`src/rtl/wfpa_pkg.sv`:
```
// wfpa_pkg: shared types, constants and codes for the worst-fit paged allocator
// used by the controller, the datapath and the top level; depends on nothing

package wfpa_pkg;

    localparam int PAGE_BYTES_DEF  = 4096;
    localparam int GRAIN_BYTES_DEF = 256;
    localparam int PAGES_DEF       = 4;

    localparam int SIZE_W = 13;
    localparam int ADDR_W = 14;
    localparam int STAT_W = 2;

    typedef enum logic [1:0] {
        ST_OK      = 2'd0,
        ST_NOSPACE = 2'd1,
        ST_BADSIZE = 2'd2,
        ST_BADFREE = 2'd3
    } status_t;

    typedef enum logic [3:0] {
        S_IDLE,
        S_CHECK,
        S_OPEN,
        S_SCAN,
        S_EVAL,
        S_CARVE,
        S_NEXTPG,
        S_FREE_RD,
        S_FREE_WR,
        S_FREE_CLR,
        S_DONE,
        S_FAIL
    } state_t;

    // commands from the controller to the datapath
    typedef struct packed {
        logic latch;      // capture request
        logic open_page;  // mark page used_reg fully free, count it open
        logic scan_clr;   // reset run search at granule 0
        logic scan_step;  // examine one granule
        logic carve_clr;  // start carve at best start
        logic carve_step; // clear one granule
        logic len_wr;     // record allocation length
        logic next_page;  // advance page under search
        logic len_rd;     // read length store at freed granule
        logic free_start; // begin releasing granules
        logic free_step;  // release one granule
        logic len_clr;    // clear length entry
        logic emit_ok;    // present granted result
        logic emit_fail;  // present failure result
    } cmd_t;

    // status from the datapath to the controller
    typedef struct packed {
        logic is_free;     // request is a free
        logic bad_size;    // size is zero or not granule aligned
        logic pg_open;     // page under search is open
        logic pg_can_open; // another page may still be opened
        logic scan_last;   // scanning the last granule
        logic fits;        // best run covers the request
        logic carve_last;  // last granule of the carve
        logic free_bad;    // free address is off an open page or off a granule boundary
        logic len_zero;    // length read is zero or not valid
        logic free_last;   // last granule of the release
    } stat_t;

endpackage

```
`src/rtl/wfpa_ctrl.sv`:
```
// wfpa_ctrl: request sequencer of the worst-fit paged allocator
// depends on wfpa_pkg

module wfpa_ctrl
    import wfpa_pkg::*;
(
    input  logic   clk,
    input  logic   rst_n,
    input  logic   start,
    output logic   busy,
    output cmd_t   cmd,
    input  stat_t  st
);

    state_t state_reg, state_next;

    // state register
    always_ff @(posedge clk or negedge rst_n)
    begin
        if (!rst_n)
            state_reg <= S_IDLE;
        else
            state_reg <= state_next;
    end

    // next state
    always_comb
    begin
        state_next = state_reg;
        case (state_reg)
            S_IDLE:
                if (start)
                    state_next = S_CHECK;
            S_CHECK:
                if (st.is_free)
                    state_next = st.free_bad ? S_FAIL : S_FREE_RD;
                else if (st.bad_size)
                    state_next = S_FAIL;
                else if (st.pg_open)
                    state_next = S_SCAN;
                else if (st.pg_can_open)
                    state_next = S_OPEN;
                else
                    state_next = S_FAIL;
            S_OPEN:
                state_next = S_SCAN;
            S_SCAN:
                if (st.scan_last)
                    state_next = S_EVAL;
            S_EVAL:
                if (st.fits)
                    state_next = S_CARVE;
                else
                    state_next = S_NEXTPG;
            S_NEXTPG:
                if (st.pg_open)
                    state_next = S_SCAN;
                else if (st.pg_can_open)
                    state_next = S_OPEN;
                else
                    state_next = S_FAIL;
            S_CARVE:
                if (st.carve_last)
                    state_next = S_DONE;
            S_FREE_RD:
                state_next = S_FREE_WR;
            S_FREE_WR:
                state_next = st.len_zero ? S_FAIL : S_FREE_CLR;
            S_FREE_CLR:
                if (st.free_last)
                    state_next = S_DONE;
            S_DONE:
                state_next = S_IDLE;
            S_FAIL:
                state_next = S_IDLE;
            default:
                state_next = S_IDLE;
        endcase
    end

    // outputs
    always_comb
    begin
        cmd  = '0;
        busy = (state_reg != S_IDLE);
        case (state_reg)
            S_IDLE:
                cmd.latch = start;
            S_CHECK:
            begin
                cmd.scan_clr = 1'b1;
                cmd.len_rd   = 1'b1;
            end
            S_OPEN:
                cmd.open_page = 1'b1;
            S_SCAN:
                cmd.scan_step = 1'b1;
            S_EVAL:
            begin
                cmd.carve_clr = st.fits;
                cmd.len_wr    = st.fits;
                cmd.next_page = !st.fits;
            end
            S_NEXTPG:
                cmd.scan_clr = 1'b1;
            S_CARVE:
                cmd.carve_step = 1'b1;
            S_FREE_RD:
                cmd.len_rd = 1'b1;
            S_FREE_WR:
            begin
                cmd.free_start = !st.len_zero;
                cmd.len_clr    = !st.len_zero;
            end
            S_FREE_CLR:
                cmd.free_step = 1'b1;
            S_DONE:
                cmd.emit_ok = 1'b1;
            S_FAIL:
                cmd.emit_fail = 1'b1;
            default:
                cmd = '0;
        endcase
    end

endmodule

```
`src/rtl/wfpa_dp.sv`:
```
// wfpa_dp: free map, length store and run search of the worst-fit allocator
// depends on wfpa_pkg; driven by wfpa_ctrl

module wfpa_dp
    import wfpa_pkg::*;
#(
    parameter int PAGE_BYTES  = PAGE_BYTES_DEF,
    parameter int GRAIN_BYTES = GRAIN_BYTES_DEF,
    parameter int PAGES       = PAGES_DEF
)(
    input  logic              clk,
    input  logic              rst_n,
    input  cmd_t              cmd,
    output stat_t             st,
    input  logic              operation,
    input  logic [SIZE_W-1:0] request_size,
    input  logic [ADDR_W-1:0] address,
    output logic [ADDR_W-1:0] granted_address,
    output logic [STAT_W-1:0] status,
    output logic              done
);

    localparam int GRANULES = PAGE_BYTES / GRAIN_BYTES;
    localparam int GW       = (GRANULES > 1) ? $clog2(GRANULES) : 1;
    localparam int LW       = $clog2(GRANULES + 1);
    localparam int PW       = (PAGES > 1) ? $clog2(PAGES) : 1;
    localparam int CW       = $clog2(PAGES + 1);
    localparam int ENTRIES  = PAGES * GRANULES;
    localparam int EW       = (ENTRIES > 1) ? $clog2(ENTRIES) : 1;
    localparam int OFF_W    = $clog2(PAGE_BYTES);
    localparam int GB_W     = $clog2(GRAIN_BYTES);
    localparam int NW       = SIZE_W + 1;

    // request registers
    logic             op_reg;
    logic [NW-1:0]    need_reg;
    logic             bad_size_reg;
    logic [ADDR_W-1:0] addr_reg;

    // page and scan registers
    logic [PW-1:0]    pg_reg, pg_next;
    logic             pg_end_reg;
    logic             opened_reg;
    logic [CW-1:0]    used_reg;
    logic [GW-1:0]    g_reg;
    logic [LW-1:0]    run_reg, best_len_reg;
    logic [GW-1:0]    run_start_reg, best_start_reg;
    logic [LW-1:0]    cnt_reg;

    // result registers
    logic [ADDR_W-1:0] gaddr_reg;
    logic [STAT_W-1:0] stat_reg;
    logic              done_reg;

    // storage
    logic [GRANULES-1:0] free_map_reg [PAGES];
    logic [LW-1:0]       len_mem [ENTRIES];
    logic [ENTRIES-1:0]  len_vld_reg;
    logic [LW-1:0]       len_rd_reg;
    logic                len_rd_vld_reg;

    // size check and granule count
    logic [NW-1:0]    need_in;
    logic             bad_in;
    always_comb
    begin
        need_in = NW'(request_size >> GB_W);
        bad_in  = (request_size == '0) ||
                  (request_size[GB_W-1:0] != '0);
    end

    // free address decode
    logic [PW-1:0]  f_pg;
    logic [GW-1:0]  f_g;
    logic           f_bad;
    logic [EW-1:0]  f_idx;
    logic [ADDR_W:0] f_pg_full;
    always_comb
    begin
        f_pg_full = (ADDR_W+1)'(addr_reg >> OFF_W);
        f_pg      = PW'(f_pg_full);
        f_g       = GW'(addr_reg[OFF_W-1:0] >> GB_W);
        f_bad     = (f_pg_full >= (ADDR_W+1)'(used_reg)) ||
                    (addr_reg[GB_W-1:0] != '0);
        f_idx     = EW'(f_pg) * EW'(GRANULES) + EW'(f_g);
    end

    // carve and free index
    logic [EW-1:0] c_idx;
    logic [GW-1:0] cur_g;
    assign c_idx = EW'(pg_reg) * EW'(GRANULES) + EW'(best_start_reg);
    assign cur_g = g_reg;

    // current page granule bit
    logic cur_free;
    logic [LW-1:0] run_inc;
    assign cur_free = free_map_reg[pg_reg][cur_g];
    assign run_inc  = run_reg + LW'(1);

    // status toward controller; a page opened by this request is the last try
    always_comb
    begin
        st.is_free     = op_reg;
        st.bad_size    = bad_size_reg;
        st.pg_open     = (CW'(pg_reg) < used_reg) && !pg_end_reg;
        st.pg_can_open = (used_reg < CW'(PAGES)) && !pg_end_reg && !opened_reg;
        st.scan_last   = (g_reg == GW'(GRANULES - 1));
        st.fits        = (best_len_reg != '0) &&
                         ((NW+LW)'(best_len_reg) >= (NW+LW)'(need_reg));
        st.carve_last  = (cnt_reg == LW'(1));
        st.free_bad    = f_bad;
        st.len_zero    = !len_rd_vld_reg || (len_rd_reg == '0);
        st.free_last   = (cnt_reg == LW'(1)) || (g_reg == GW'(GRANULES - 1));
    end

    // page advance
    always_comb
    begin
        pg_next = pg_reg + PW'(1);
    end

    // request capture, page search, run search
    always_ff @(posedge clk or negedge rst_n)
    begin
        if (!rst_n)
        begin
            op_reg         <= 1'b0;
            need_reg       <= '0;
            bad_size_reg   <= 1'b0;
            addr_reg       <= '0;
            pg_reg         <= '0;
            pg_end_reg     <= 1'b0;
            opened_reg     <= 1'b0;
            used_reg       <= '0;
            g_reg          <= '0;
            run_reg        <= '0;
            best_len_reg   <= '0;
            run_start_reg  <= '0;
            best_start_reg <= '0;
            cnt_reg        <= '0;
        end
        else
        begin
            if (cmd.latch)
            begin
                op_reg       <= operation;
                need_reg     <= need_in;
                bad_size_reg <= bad_in;
                addr_reg     <= address;
                pg_reg       <= '0;
                pg_end_reg   <= 1'b0;
                opened_reg   <= 1'b0;
            end
            if (cmd.open_page)
            begin
                used_reg   <= used_reg + CW'(1);
                opened_reg <= 1'b1;
            end
            if (cmd.scan_clr)
            begin
                g_reg        <= '0;
                run_reg      <= '0;
                best_len_reg <= '0;
            end
            if (cmd.scan_step)
            begin
                if (!st.scan_last)
                    g_reg <= g_reg + GW'(1);
                if (cur_free)
                begin
                    run_reg <= run_inc;
                    if (run_reg == '0)
                        run_start_reg <= g_reg;
                    if (run_inc > best_len_reg)
                    begin
                        best_len_reg   <= run_inc;
                        best_start_reg <= (run_reg == '0) ? g_reg : run_start_reg;
                    end
                end
                else
                    run_reg <= '0;
            end
            if (cmd.next_page)
            begin
                if (CW'(pg_reg) == CW'(PAGES - 1))
                    pg_end_reg <= 1'b1;
                else
                    pg_reg <= pg_next;
            end
            if (cmd.carve_clr)
            begin
                g_reg   <= best_start_reg;
                cnt_reg <= LW'(need_reg);
            end
            if (cmd.carve_step)
            begin
                g_reg   <= g_reg + GW'(1);
                cnt_reg <= cnt_reg - LW'(1);
            end
            if (cmd.free_start)
            begin
                pg_reg  <= f_pg;
                g_reg   <= f_g;
                cnt_reg <= len_rd_reg;
            end
            if (cmd.free_step)
            begin
                g_reg   <= g_reg + GW'(1);
                cnt_reg <= cnt_reg - LW'(1);
            end
        end
    end

    // free map updates, one granule a cycle except a page open
    always_ff @(posedge clk or negedge rst_n)
    begin
        if (!rst_n)
        begin
            for (int p = 0; p < PAGES; p++)
                free_map_reg[p] <= '0;
        end
        else
        begin
            if (cmd.open_page)
                free_map_reg[PW'(used_reg)] <= '1;
            if (cmd.carve_step)
                free_map_reg[pg_reg][cur_g] <= 1'b0;
            if (cmd.free_step)
                free_map_reg[pg_reg][cur_g] <= 1'b1;
        end
    end

    // length store valid bits
    always_ff @(posedge clk or negedge rst_n)
    begin
        if (!rst_n)
            len_vld_reg <= '0;
        else if (cmd.len_wr)
            len_vld_reg[c_idx] <= 1'b1;
        else if (cmd.len_clr)
            len_vld_reg[f_idx] <= 1'b0;
    end

    // length store memory
    always_ff @(posedge clk)
    begin
        if (cmd.len_wr)
            len_mem[c_idx] <= LW'(need_reg);
        if (cmd.len_rd)
        begin
            len_rd_reg     <= len_mem[f_idx];
            len_rd_vld_reg <= len_vld_reg[f_idx];
        end
    end

    // result registers
    always_ff @(posedge clk or negedge rst_n)
    begin
        if (!rst_n)
        begin
            done_reg  <= 1'b0;
            gaddr_reg <= '0;
            stat_reg  <= '0;
        end
        else
        begin
            done_reg <= cmd.emit_ok || cmd.emit_fail;
            if (cmd.emit_ok)
            begin
                stat_reg  <= ST_OK;
                gaddr_reg <= op_reg ? '0 :
                    ADDR_W'(pg_reg) * ADDR_W'(PAGE_BYTES) +
                    ADDR_W'(best_start_reg) * ADDR_W'(GRAIN_BYTES);
            end
            else if (cmd.emit_fail)
            begin
                gaddr_reg <= '0;
                if (op_reg)
                    stat_reg <= ST_BADFREE;
                else if (bad_size_reg)
                    stat_reg <= ST_BADSIZE;
                else
                    stat_reg <= ST_NOSPACE;
            end
        end
    end

    assign granted_address = gaddr_reg;
    assign status          = stat_reg;
    assign done            = done_reg;

endmodule

```
`src/rtl/worst_fit_paged_allocator.sv`:
```
// Worst-fit paged allocator.
// A request is taken when start is high and busy is low: operation 0
// allocates request_size bytes, operation 1 frees the allocation that begins
// at address. Exactly one transaction comes back per request on
// granted_address and status, marked by done for one cycle; the receiver
// cannot stall it.
// An allocation scans each page it visits one granule per cycle to find its
// largest free run, then clears the carved granules one per cycle. By
// default there are four pages of sixteen granules. A free releases the
// granules of its allocation. A bad size, or a free address off an open
// page or off a granule boundary, fails without a scan; a free of a granule
// that starts no allocation fails as well.
// busy falls in the cycle done is shown, so the next request may be taken
// while the previous result is out; one request is in work at a time.
// Reset clears the free map, the length store valid bits and the page
// count; no clearing pass is needed afterwards.
// depends on wfpa_pkg, wfpa_ctrl and wfpa_dp

module worst_fit_paged_allocator
    import wfpa_pkg::*;
#(
    parameter int PAGE_BYTES  = PAGE_BYTES_DEF,
    parameter int GRAIN_BYTES = GRAIN_BYTES_DEF,
    parameter int PAGES       = PAGES_DEF
)(
    input  logic              clk,
    input  logic              rst_n,
    input  logic              start,
    output logic              busy,
    input  logic              operation,
    input  logic [SIZE_W-1:0] request_size,
    input  logic [ADDR_W-1:0] address,
    output logic              done,
    output logic [ADDR_W-1:0] granted_address,
    output logic [STAT_W-1:0] status
);

    cmd_t  cmd;
    stat_t st;

    wfpa_ctrl u_ctrl (
        .clk   (clk),
        .rst_n (rst_n),
        .start (start),
        .busy  (busy),
        .cmd   (cmd),
        .st    (st)
    );

    wfpa_dp #(
        .PAGE_BYTES  (PAGE_BYTES),
        .GRAIN_BYTES (GRAIN_BYTES),
        .PAGES       (PAGES)
    ) u_dp (
        .clk             (clk),
        .rst_n           (rst_n),
        .cmd             (cmd),
        .st              (st),
        .operation       (operation),
        .request_size    (request_size),
        .address         (address),
        .granted_address (granted_address),
        .status          (status),
        .done            (done)
    );

`ifndef ASSERT_OFF
    // a failed transaction never carries an address
    a_fail_zero: assert property (@(posedge clk) disable iff (!rst_n)
        done && status != ST_OK |-> granted_address == '0)
        else $error("failed transaction carries an address");

    // a result only ends a request that was in work
    a_done_busy: assert property (@(posedge clk) disable iff (!rst_n)
        done |-> $past(busy))
        else $error("result without a request in work");

    // carve and release never happen together
    a_excl: assert property (@(posedge clk) disable iff (!rst_n)
        !(cmd.carve_step && cmd.free_step))
        else $error("carve and release overlap");
`endif

endmodule
```
`config.mk`:
```
export PLATFORM = sky130hd
export DESIGN_NAME = worst_fit_paged_allocator
export DESIGN_NICKNAME = d
export VERILOG_FILES = /design/src/rtl/wfpa_pkg.sv /design/src/rtl/wfpa_ctrl.sv /design/src/rtl/wfpa_dp.sv /design/src/rtl/worst_fit_paged_allocator.sv
export SDC_FILE = /design/constraint.sdc
export NUM_CORES = 1
export LEC_CHECK = 0
export ABC_AREA = 1
export BUFFER_PORTS_ARGS = -buffer_cell sky130_fd_sc_hd__buf_2
export CORE_AREA = 2 2 307 309
export CTS_BUF_LIST = sky130_fd_sc_hd__clkbuf_4 sky130_fd_sc_hd__clkbuf_8
export CTS_CLUSTER_SIZE = 16
export DETAILED_ROUTE_END_ITERATION = 16
export DIE_AREA = 0 0 309 311
export HOLD_SLACK_MARGIN = 0.08
export PLACE_DENSITY = 0.35
export SYNTH_ARGS = -nofsm -noshare
export SYNTH_HDL_FRONTEND = slang
export SYNTH_HIERARCHICAL = 1
export SYNTH_SLANG_ARGS = --single-unit
```
`constraint.sdc`:
```
create_clock -name clk -period 5.6 [get_ports clk]
set_input_delay 0.56 -clock clk [delete_from_list [all_inputs] [get_ports clk]]
set_output_delay 0.56 -clock clk [all_outputs]
set_load 0.05 [all_outputs]
```
==> impl_results.md, run 1 <==
* Flop2flop setup slack at 1.67 ns
* Syn Area/Cell at 10.2 sq um
* RR Endpoint: u_dp/len_mem[56][4]
* Hold path depth at 3
* Max Cap Violations at 0
* First-pass GRT wire length at 124 mm
* Die W at 309 um
* Max reg flops at 320
* Finish-stage setup viols at 0
* Clock Sinks at 522
* Vias in the first global route at 17,700
* Post-synth top flop: edfxtp_1
* Placement-stage cell area at 24,600 sq um
* Int Pwr at 8.33 mW
* Ys async rst share at 0.375
* Critical Path Sink Type: register
* EDFF count, synth at 326
* Xor and xnor area share after synthesis at 0.00228
* Residual DRC at 0
* GR Util All Layers at 0.176
* Port bufs at 40
* Pin count of the biggest net entering global routing at 130
* WHS Endpoint: u_dp/addr_reg[10]
* Synth top area share at 0.425
* Leakage at 10.6 nW
* Fmax achieved at 0.254 GHz
* Status: finished clean
* DR iter-0 viols at 1,384
* Finished Cell Area at 26,800 sq um
* Synthesis warning total at 6
* Max clock buf depth at 3
* HP Class: in -> reg
* GRT overflow at 0
* Slew Limit Fails at 0
* Crit path kind: reg -> reg
* Power per Cell Area at 523 nW/um^2
* Synth Register Bits at 522
* Clock power share at 0.283
* Top post-synthesis cells by area: edfxtp_1 (42%), dfrtp_1 (21%), nand2_1 (9.5%), nor2_1 (3.3%), o21ai_0 (3.0%)
* Root Driver: clkbuf_8
* Post-Synth Adder-Cell Area at 0.0157
* Drt pass-1 iters at 6
* Register area share after synthesis at 0.637
* Final cell count without fillers at 3,694
* Area share of and/or/nand/nor cells after synthesis at 0.178
* Reg clk slew, reported paths at 0.06 ns
* Io pins at 49
* Die H at 311 um
* Synth cell types at 51
* Part of the power in registers at 0.382
* Core area at 92,800 sq um
* H-tree depth at 3
* Worst hold start: address[10]
* P_sw at 5.71 mW
* Maximum VDD drop at 296 uV
* Slowest stage cell, crit path: dfrtp_4
* Initial antenna violation count at 2
* Skew-Pair Late Insertion Delay at 0.71 ns
* Slew HR at 0.280
* RSZ-0062 raised after global routing: no
* Clock Skew at 0.0310 ns
* CTS tree: yes
* Fin crit period at 3.93 ns
* CP cell instances: ha_1 > inv_1 > nand2_1 > a21oi_1 > o21bai_1 > a21o_1 > a21oi_1 > a21oi_1 > nand3_1 > inv_1 > nand2_1 > nor2_1 > inv_1 > nor2_1
* Fin. Hold Viols at 0
* Largest family of logic cells by synthesized area: simple AND/OR/NAND/NOR gates
* Reg2reg start: u_dp/need_reg[0]
* Gate power share at 0.335
* Final net count at 2,413
* Final HPWL from detailed placement at 52.5 mm
* Final ANT Viol Nets at 0
* Post-synthesis compound-gate area fraction at 0.108
* Fin crit share at 0.702
* Via count at 17,400
* Sw frac at 0.407
* Initial core utilization at 0.249
* Post-DR wirelength/cell at 22.9 um
* CP Data Required Time at 5.93 ns
* Worst-path maximum fanout at 66
* Yosys top cell by area: edfxtp_1
* TritonCTS buffer count at 95
* CP max stage delay at 0.99 ns
* Post-Syn Area at 23,100 sq um
* Worst r2r path cells at 14
* Fill count at 9,817
* Crit path DAT at 4.26 ns
* Fin Setup TNS at 0 ns
* GPL Wtd Cong at 0.834
* Mux cell area share after synthesis at 0
* Share of layout cells above drive strength 1 at 0.124
* Crit start category: register
* Post-CTS Resized at 0
* DIE AREA at 96,100 sq um
* Syn-to-layout area delta at 16.4%
* Dpl cells at 3,499
* Worst-Margin Slew at 1.07 ns
* Row cnt at 112
* Mean number of vias per cell at 4.71
* Cells after synthesis at 2,267
* WL final at 84.6 mm
-- cell usage after synthesis, drive strengths merged (2+ instances only) --
| cell type | n |
|---|---|
| a21oi | 83 |
| ha | 29 |
| clkbuf | 47 |
| a211oi | 2 |
| or4 | 2 |
| dfrtp | 196 |
| xor2 | 5 |
| a21o | 2 |
| o2bb2ai | 2 |
| o22ai | 93 |
| o21ai | 150 |
| nor4 | 5 |
| or2 | 2 |
| a22o | 12 |
| inv | 194 |
| clkinv | 2 |
| nand2 | 594 |
| nor3 | 22 |
| nand3 | 98 |
| edfxtp | 326 |
| o2111ai | 4 |
| nand3b | 3 |
| nand4 | 45 |
| o211ai | 5 |
| nor2 | 211 |
| a22oi | 62 |
| buf | 63 |
-- power by group through the flow --
| stage | logic [mW] | clock network [mW] | registers, mW |
|---|---|---|---|
| CTS | 4.76 | 4.13 | 5.37 |
| global placement | 4.75 | 0 | 5.43 |
| global route | 5.18 | 4.29 | 5.43 |
| floorplan | 2.67 | 0 | 5.44 |
| finish | 4.71 | 3.98 | 5.36 |
| detailed placement | 4.74 | 0 | 5.44 |
-- metrics by stage --
stage | hold slack [ns] | setup WS, ns | utilization | power [mW]
2_1_floorplan | 0.264 | 2.46 | - | 8.10
3_3_place_gp | 0.457 | 1.53 | 0.266 | 10.2
3_5_place_dp | 0.463 | 1.55 | 0.266 | 10.2
4_1_cts | 0.102 | 1.51 | 0.289 | 14.3
5_1_grt | 0.157 | 1.28 | 0.289 | 14.9
6_report | 0.157 | 1.67 | 0.289 | 14.0
-- per-layer routing --
layer	vias up	part of all wire	GRT usage	wire, um
met4	0	0.025	0.0560	2080
met1	8824	0.46	0.242	38800
met2	479	0.46	0.279	39200
met3	114	0.053	0.0319	4470
met5	-	0	0	0
li1	7997	-	-	-
-- worst max-delay path by stage --
stage,cells past startpoint,slack (ns),from,end
after floorplan,13,2.46,u_dp/need_reg[1],u_dp/len_mem[0][0]
after detailed placement,16,1.55,u_dp/need_reg[0],u_dp/len_vld_reg[47]
final,14,1.67,u_dp/need_reg[0],u_dp/len_mem[56][4]
after global routing,14,1.28,u_dp/need_reg[0],u_dp/len_mem[56][0]
after global placement,14,1.53,u_dp/need_reg[0],u_dp/len_mem[54][1]
after CTS,14,1.51,u_dp/need_reg[0],u_dp/len_mem[56][4]
-- critical path, delay by kind of cell, from the launching register on --
kind	cells	cell delay [ns]
buffers and inverters	3	0.53
AND/OR/NAND/NOR	5	1.18
adder cells (fa/ha/maj)	1	0.26
AO/OA/AOI/OAI	5	0.59
flip-flops	1	0.99
-- cell usage in the layout, fill, tap and decap left out, drive strengths merged, types with 2 or more instances in the layout --
cell type	n
clkinvlp	4
clkinv	33
nor4	5
a21oi	83
nand2	594
o2bb2ai	2
ha	29
conb	8
a21o	2
nand4	45
or2	2
clkbuf	138
a211oi	2
nor2	211
edfxtp	326
o2111ai	4
inv	194
o22ai	93
diode	5
nand3	98
o21ai	150
dfrtp	196
buf	81
dlygate4sd3	11
a22oi	62
a22o	12
xor2	5
o211ai	5
nor3	22
bufinv	6
nand3b	3
or4	2
-- final cells by class --
type | instances | area (sq um) | share of cell area
sequential | 522 | 14700 | 0.548
multi-input combinational | 1446 | 7080 | 0.264
clock buffer | 138 | 1720 | 0.0643
tap | 1254 | 1570 | 0.0585
inverter | 196 | 738 | 0.0275
timing repair buffer | 92 | 653 | 0.0243
clock inverter | 41 | 352 | 0.0131
antenna | 5 | 12.5 | 0.000466
-- kinds of logic (layout without fill, tap and decap cells) --
group                      count (synthesis)  after routing
and+or+nand+nor                          982            982
DFF                                      522            522
AOI/OAI and AO/OA                        421            421
buffers and inverters                    306            467
adders and majority gates                 29             29
xor gates and xnor gates                   6              6
other                                      1             13
-- what timing repair did --
action | in CTS | in global routing
buffers inserted | 0 | 0
endpoints found under the hold margin | 77 | 0
hold buffers | 11 | 0
No activity file was read; power rests on OpenSTA's default activity.
==> run 2, diff against run 1 <==
--- a/config.mk
+++ b/config.mk
@@ -13,7 +13,7 @@
 export DETAILED_ROUTE_END_ITERATION = 16
 export DIE_AREA = 0 0 309 311
 export HOLD_SLACK_MARGIN = 0.08
-export PLACE_DENSITY = 0.35
+export PLACE_DENSITY = 0.36
 export SYNTH_ARGS = -nofsm -noshare
 export SYNTH_HDL_FRONTEND = slang
 export SYNTH_HIERARCHICAL = 1
==> constraint.sdc (replaced) <==
create_clock -name clk -period 3.25 [get_ports clk]
set_input_delay 0.325 -clock clk [delete_from_list [all_inputs] [get_ports clk]]
set_output_delay 0.325 -clock clk [all_outputs]
set_load 0.05 [all_outputs]
==> run 2 against run 1 <==
Effect of this change: final area rose by 4.8%; sequential power increased by 70%; wire length rose by 0.47%; highest routed layer unchanged.
==> impl_results.md, run 2 (synthesis gave the netlist of run 1 again) <==
* Multi-input gate area at 7080 sq um (unchanged)
* Residual DRC at 0 (unchanged)
* RSZ-0062 raised after global routing: no
* Crit path kind: reg -> reg
* DIE AREA at 96,100 sq um (unchanged)
* Port bufs at 40 (unchanged)
* GPL Wtd Cong at 0.810 (-2.9%)
* Fin crit period at 3.03 ns (-0.901 ns)
* Fmax achieved at 0.330 GHz (+30%)
* Clock Sinks at 522 (unchanged)
* DR iter-0 viols at 1,640 (+18%)
* Crit path launch: u_dp/addr_reg[9]
* Die W at 309 um (unchanged)
* Final Power at 24.5 mW (+74%)
* Crit path DAT at 3.43 ns (-0.83 ns)
* First-pass GRT wire length at 125 mm (+0.90%)
* Fin. Hold Viols at 0 (unchanged)
* Die H at 311 um (unchanged)
* Most common cell after layout, fill and taps aside: nand2_1
* Final cell count without fillers at 3,846 (+4.1%)
* Most frequent cells in the layout: nand2_1 (586), edfxtp_1 (326), nor2_1 (200)
* Maximum VDD drop at 331 uV (+12%)
* Slew Limit Fails at 0 (unchanged)
* Clock Skew at 0.0309 ns (-0.0000877 ns)
* Dpl cells at 3,640 (+4.0%)
* Worst-Margin Slew at 1.04 ns (-0.0294 ns)
* Via count at 17,800 (+2.3%)
* GR Util All Layers at 0.177 (+0.00129)
* GRT overflow at 0 (unchanged)
* Fin crit share at 0.933 (+0.231)
* Max Cap Violations at 0 (unchanged)
* Final worst setup slack at 0.219 ns (-1.45 ns)
* Post-DR wirelength/cell at 22.1 um (-3.5%)
* Reg clk slew, reported paths at 0.06 ns (about the same)
* Initial core utilization at 0.249 (unchanged)
* Slew HR at 0.304 (+0.0235)
* Max clock buf depth at 3 (unchanged)
* Reg2reg start: u_dp/addr_reg[9]
* Row cnt at 112 (unchanged)
* Initial antenna violation count at 3 (+1)
* Fin Setup TNS at 0 ns (unchanged)
* Syn-to-layout area delta at 22.0%
* Core area at 92,800 sq um (unchanged)
* Final ANT Viol Nets at 0 (unchanged)
* Max reg flops at 320 (unchanged)
* Place WS at 0.192 ns (-1.36 ns)
* Pin count of the biggest net entering global routing at 66 (-49%)
* Final HPWL from detailed placement at 55.5 mm (+5.8%)
* Vias in the first global route at 18,200 (+2.4%)
* Final net count at 2,568 (+6.4%)
* Skew-Pair Late Insertion Delay at 0.72 ns (about the same)
* Drt pass-1 iters at 5 (-1)
* Critical Path Sink Type: register
* Crit start category: register
* CTS tree: yes
* Share of layout cells above drive strength 1 at 0.175 (+0.0505)
* Status: finished clean
* Worst-path maximum fanout at 9 (-86%)
* CP Data Required Time at 3.65 ns (-2.28 ns)
* Fill count at 9,745 (-0.73%)
* Mean number of vias per cell at 4.63 (-1.7%)
* Hold_ws at 0.167 ns (+0.00990 ns)
* HP Class: in -> async
* TritonCTS buffer count at 95 (unchanged)
* Leakage at 11.4 nW (+7.9%)
* Io pins at 49 (unchanged)
* Power per Cell Area at 871 nW/um^2 (+66%)
* H-tree depth at 3 (unchanged)
* Root Driver: clkbuf_8
* Finish-stage setup viols at 0 (unchanged)
* Register area at 14,700 sq um (about the same)
* Post-CTS Resized at 0 (unchanged)
* WL final at 85.0 mm (+0.47%)
-- run 2: routing by layer --
| metal | part of all wire | track usage | wire, um |
|---|---|---|---|
| met1 | 0.47 | 0.250 | 39700 |
| met2 | 0.46 | 0.280 | 39400 |
| met3 | 0.051 | 0.0304 | 4380 |
| met4 | 0.019 | 0.0467 | 1610 |
| met5 | 0 | 0 | 0 |
-- run 2: final cells by class --
class / instances / area share
sequential: 522 / 0.523
inverter: 196 / 0.0262
multi-input combinational: 1446 / 0.252
clock buffer: 155 / 0.0663
tap: 1254 / 0.0558
antenna: 3 / 0.000267
clock inverter: 23 / 0.00658
timing repair buffer: 247 / 0.0703
-- run 2: final timing paths --
kind	cells past startpoint	to	slack (ns)
max reg2reg	11	u_dp/len_rd_reg[4]	0.22
max	11	u_dp/len_rd_reg[4]	0.22
min reg2reg	2	u_dp/addr_reg[2]	0.47
min	2	u_dp/len_vld_reg[57]	0.17
max in group asynchronous	3	u_dp/free_map_reg[21]	2.05
min in group clk	4	u_dp/addr_reg[5]	0.36
-- run 2: per-stage QoR --
step	util	cell area, sq um
after floorplan	-	23100
after global placement	0.278	25800
after detailed placement	0.278	25800
after CTS	0.303	28100
after global routing	0.303	28100
final	0.303	28100
-- run 2: power by group --
group	leakage [nW]	switching [mW]	total [mW]	internal (mW)
combinational	4.90	6.31	8.74	2.43
clock	1.10	2.88	6.67	3.79
sequential	5.39	0.627	9.09	8.46
-- run 2: timing repair --
item / CTS / global route
setup buffers: 0 / 0
hold buffers: 25 / 0
hold endpoints to repair: 153 / 0
endpoints found under the setup margin: 0 / 0
-- run 2: critical path, stage by stage, from the launching register on --
cell	delay, ns
dfrtp_1	0.62
inv_2	0.23
nand3_1	0.15
inv_2	0.15
buf_4	0.22
buf_4	0.15
nand2_1	0.09
nand4_1	0.11
o21ai_0	0.37
nand2_1	0.13
nor2_1	0.30
nand4_1	0.20
==> run 3, diff against run 2 <==
--- a/config.mk
+++ b/config.mk
@@ -12,6 +12,7 @@
 export CTS_CLUSTER_SIZE = 16
 export DETAILED_ROUTE_END_ITERATION = 16
 export DIE_AREA = 0 0 309 311
+export GPL_TIMING_DRIVEN = 0
 export HOLD_SLACK_MARGIN = 0.08
 export PLACE_DENSITY = 0.36
 export SYNTH_ARGS = -nofsm -noshare
==> run 3 against run 2 <==
Effect of this change: the run now ends with capacitance limit, slew limit left; combinational power rose by 12%; final area rose by 2.0%; die area did not move; maximum frequency fell by 5.2%; non-clock buffer count fell by 20; hold slack got worse by 0.026 ns; critical path depth fell by 1; largest cell class unchanged; highest routed layer unchanged.
==> impl_results.md, run 3 (synthesis gave the netlist of run 1 again) <==
* GR Util All Layers at 0.195 (+0.0183)
* Pin count of the biggest net entering global routing at 74 (+12%)
* Worst-path maximum fanout at 10 (+1)
* DR iter-0 viols at 2,037 (+24%)
* Clock power share at 0.272 (about the same)
* Via count at 18,400 (+3.1%)
* Final ANT Viol Nets at 0 (unchanged)
* Most frequent cells in the layout: nand2_1 (583), edfxtp_1 (326), dfrtp_1 (191)
* First-pass GRT wire length at 134 mm (+7.3%)
* Skew-Pair Late Insertion Delay at 0.73 ns (about the same)
* Final HPWL from detailed placement at 61.9 mm (+12%)
* Leakage at 11.2 nW (-1.4%)
* Most common cell after layout, fill and taps aside: nand2_1
* H-tree depth at 3 (unchanged)
* Fin crit period at 3.20 ns (+0.165 ns)
* Reg clk slew, reported paths at 0.06 ns (about the same)
* Worst-Margin Slew at 1.55 ns (+0.501 ns)
* Die H at 311 um (unchanged)
* Critical Path Sink Type: register
* Gate power share at 0.378 (+0.021)
* Slew Limit Fails at 11 (+11)
* RSZ-0062 raised after global routing: no
* Status: complete, but fails checks
* Finish-stage setup viols at 0 (unchanged)
* Syn-to-layout area delta at 24.5%
* Reg2reg start: u_dp/addr_reg[9]
* Final net count at 2,552 (-0.62%)
* Slew HR at -0.0302 (-0.334)
* Final Power at 25.8 mW (+5.5%)
* RR Endpoint: u_dp/len_rd_vld_reg
* Max reg flops at 320 (unchanged)
* CP Data Required Time at 3.78 ns (+0.13 ns)
* GRT overflow at 0 (unchanged)
* Final cell count without fillers at 3,834 (-0.31%)
* Final core utilization at 0.309 (+0.00619)
* Residual DRC at 0 (unchanged)
* HP Class: in -> async
* Clock Skew at 0.0722 ns (+0.0413 ns)
* Root Driver: clkbuf_8
* Int Pwr at 15.0 mW (+2.1%)
* CP max stage delay at 1.13 ns (+0.51 ns)
* Clock Sinks at 522 (unchanged)
* Fin. Hold Viols at 0 (unchanged)
* Crit path kind: reg -> reg
* Top cell by count, worst path: nand2_1
* Maximum VDD drop at 470 uV (+42%)
* Io pins at 49 (unchanged)
* P_sw at 10.9 mW (+11%)
* Share of layout cells above drive strength 1 at 0.190 (+0.0151)
* Sw frac at 0.420 (+0.0195)
* CTS tree: yes
* Worst r2r path cells at 10 (-1)
* Post-DR wirelength/cell at 24.7 um (+12%)
* Port bufs at 40 (unchanged)
* Slowest stage cell, crit path: clkbuf_1
* Part of the power in registers at 0.350 (-0.021)
* Crit path DAT at 3.73 ns (+0.30 ns)
* Failing checks: capacitance limit, slew limit
* Initial antenna violation count at 2 (-1)
* Core area at 92,800 sq um (unchanged)
* Dpl cells at 3,575 (-1.8%)
* Max clock buf depth at 3 (unchanged)
* Crit start category: register
* Hold_ws at 0.141 ns (-0.0260 ns)
* Vias in the first global route at 18,100 (-0.30%)
* Initial core utilization at 0.249 (unchanged)
* Fmax achieved at 0.313 GHz (-5.2%)
* Flop2flop setup slack at 0.05 ns (-0.16 ns)
* Power per Cell Area at 901 nW/um^2 (+3.4%)
* TritonCTS buffer count at 99 (+4.2%)
* CP cell instances: buf_4 > nand3_1 > inv_1 > clkbuf_1 > a22oi_1 > nand4_1 > nand2_1 > nand2_1 > nor2_1 > nand2_1
* Fin crit share at 0.983 (+0.0507)
* Drt pass-1 iters at 5 (unchanged)
* Die W at 309 um (unchanged)
* DIE AREA at 96,100 sq um (unchanged)
* Row cnt at 112 (unchanged)
* Max Cap Violations at 1 (+1)
* GPL Wtd Cong at 0.853 (+5.2%)
* Mean number of vias per cell at 4.79 (+3.4%)
* WL final at 94.6 mm (+11%)
## run 3: what timing repair did
item / 4_1_cts / 5_1_grt
resized for setup: 193 / 11
gates cloned: 2 / 0
setup buffers: 36 / 10
hold endpoints to repair: 128 / 0
hold buffers: 25 / 0
setup endpoints to repair: 398 / 374
pin swaps: 21 / 13
## run 3: how the worst max path moves through the flow
stage / slack (ns) / depth (start not counted) / endpoint / start
4_1_cts: -0.0006 / 17 / u_dp/len_mem[12][2] / u_dp/need_reg[0]
2_1_floorplan: 0.11 / 13 / u_dp/len_mem[0][0] / u_dp/need_reg[1]
3_5_place_dp: -1.71 / 14 / u_dp/len_mem[14][4] / u_dp/need_reg[2]
6_report: 0.05 / 10 / u_dp/len_rd_vld_reg / u_dp/addr_reg[9]
3_3_place_gp: -3.21 / 13 / u_dp/len_mem[14][4] / u_dp/need_reg[1]
5_1_grt: 0.003 / 11 / u_dp/len_rd_reg[2] / u_dp/addr_reg[8]
## run 3: stage by stage
step                      instance area, sq um   TNS [ns]  worst slack (ns)
after floorplan                          23100          0             0.114
after global placement                   24900   -1484.07             -3.21
after detailed placement                 25000    -489.00             -1.71
after CTS                                28600  -0.000552         -0.000552
after global routing                     28700          0           0.00311
final                                    28700          0            0.0537
## run 3: final cells by class
| type | count | area, sq um |
|---|---|---|
| antenna | 2 | 5.00 |
| inverter | 196 | 787 |
| buffer | 108 | 586 |
| tap | 1254 | 1570 |
| clock buffer | 152 | 1820 |
| fill | 9651 | 64100 |
| timing repair buffer | 119 | 1160 |
| clock inverter | 35 | 347 |
| sequential | 522 | 14700 |
| multi-input combinational | 1446 | 7700 |
## run 3: power groups by stage
| stage | logic [mW] | registers [mW] | clock network (mW) |
|---|---|---|---|
| after CTS | 9.65 | 9.04 | 7.24 |
| after floorplan | 4.59 | 9.37 | 0 |
| after detailed placement | 8.63 | 9.44 | 0 |
| after global placement | 8.12 | 9.86 | 0 |
| final | 9.76 | 9.05 | 7.03 |
| after global routing | 10.5 | 9.14 | 7.53 |
## run 3: worst max-delay path, delay by kind of cell, from the launching register on
kind,cells,cell delay [ns]
buffers and inverters,3,1.53
and+or+nand+nor,6,0.85
DFF,1,0.33
AOI/OAI and AO/OA,1,0.28
## run 3: metal layers
metal | vias up | track usage | share of wire
li1 | 8283 | - | -
met1 | 9331 | 0.285 | 0.47
met2 | 630 | 0.298 | 0.44
met3 | 126 | 0.0345 | 0.063
met4 | 0 | 0.0487 | 0.021
met5 | - | 0 | 0
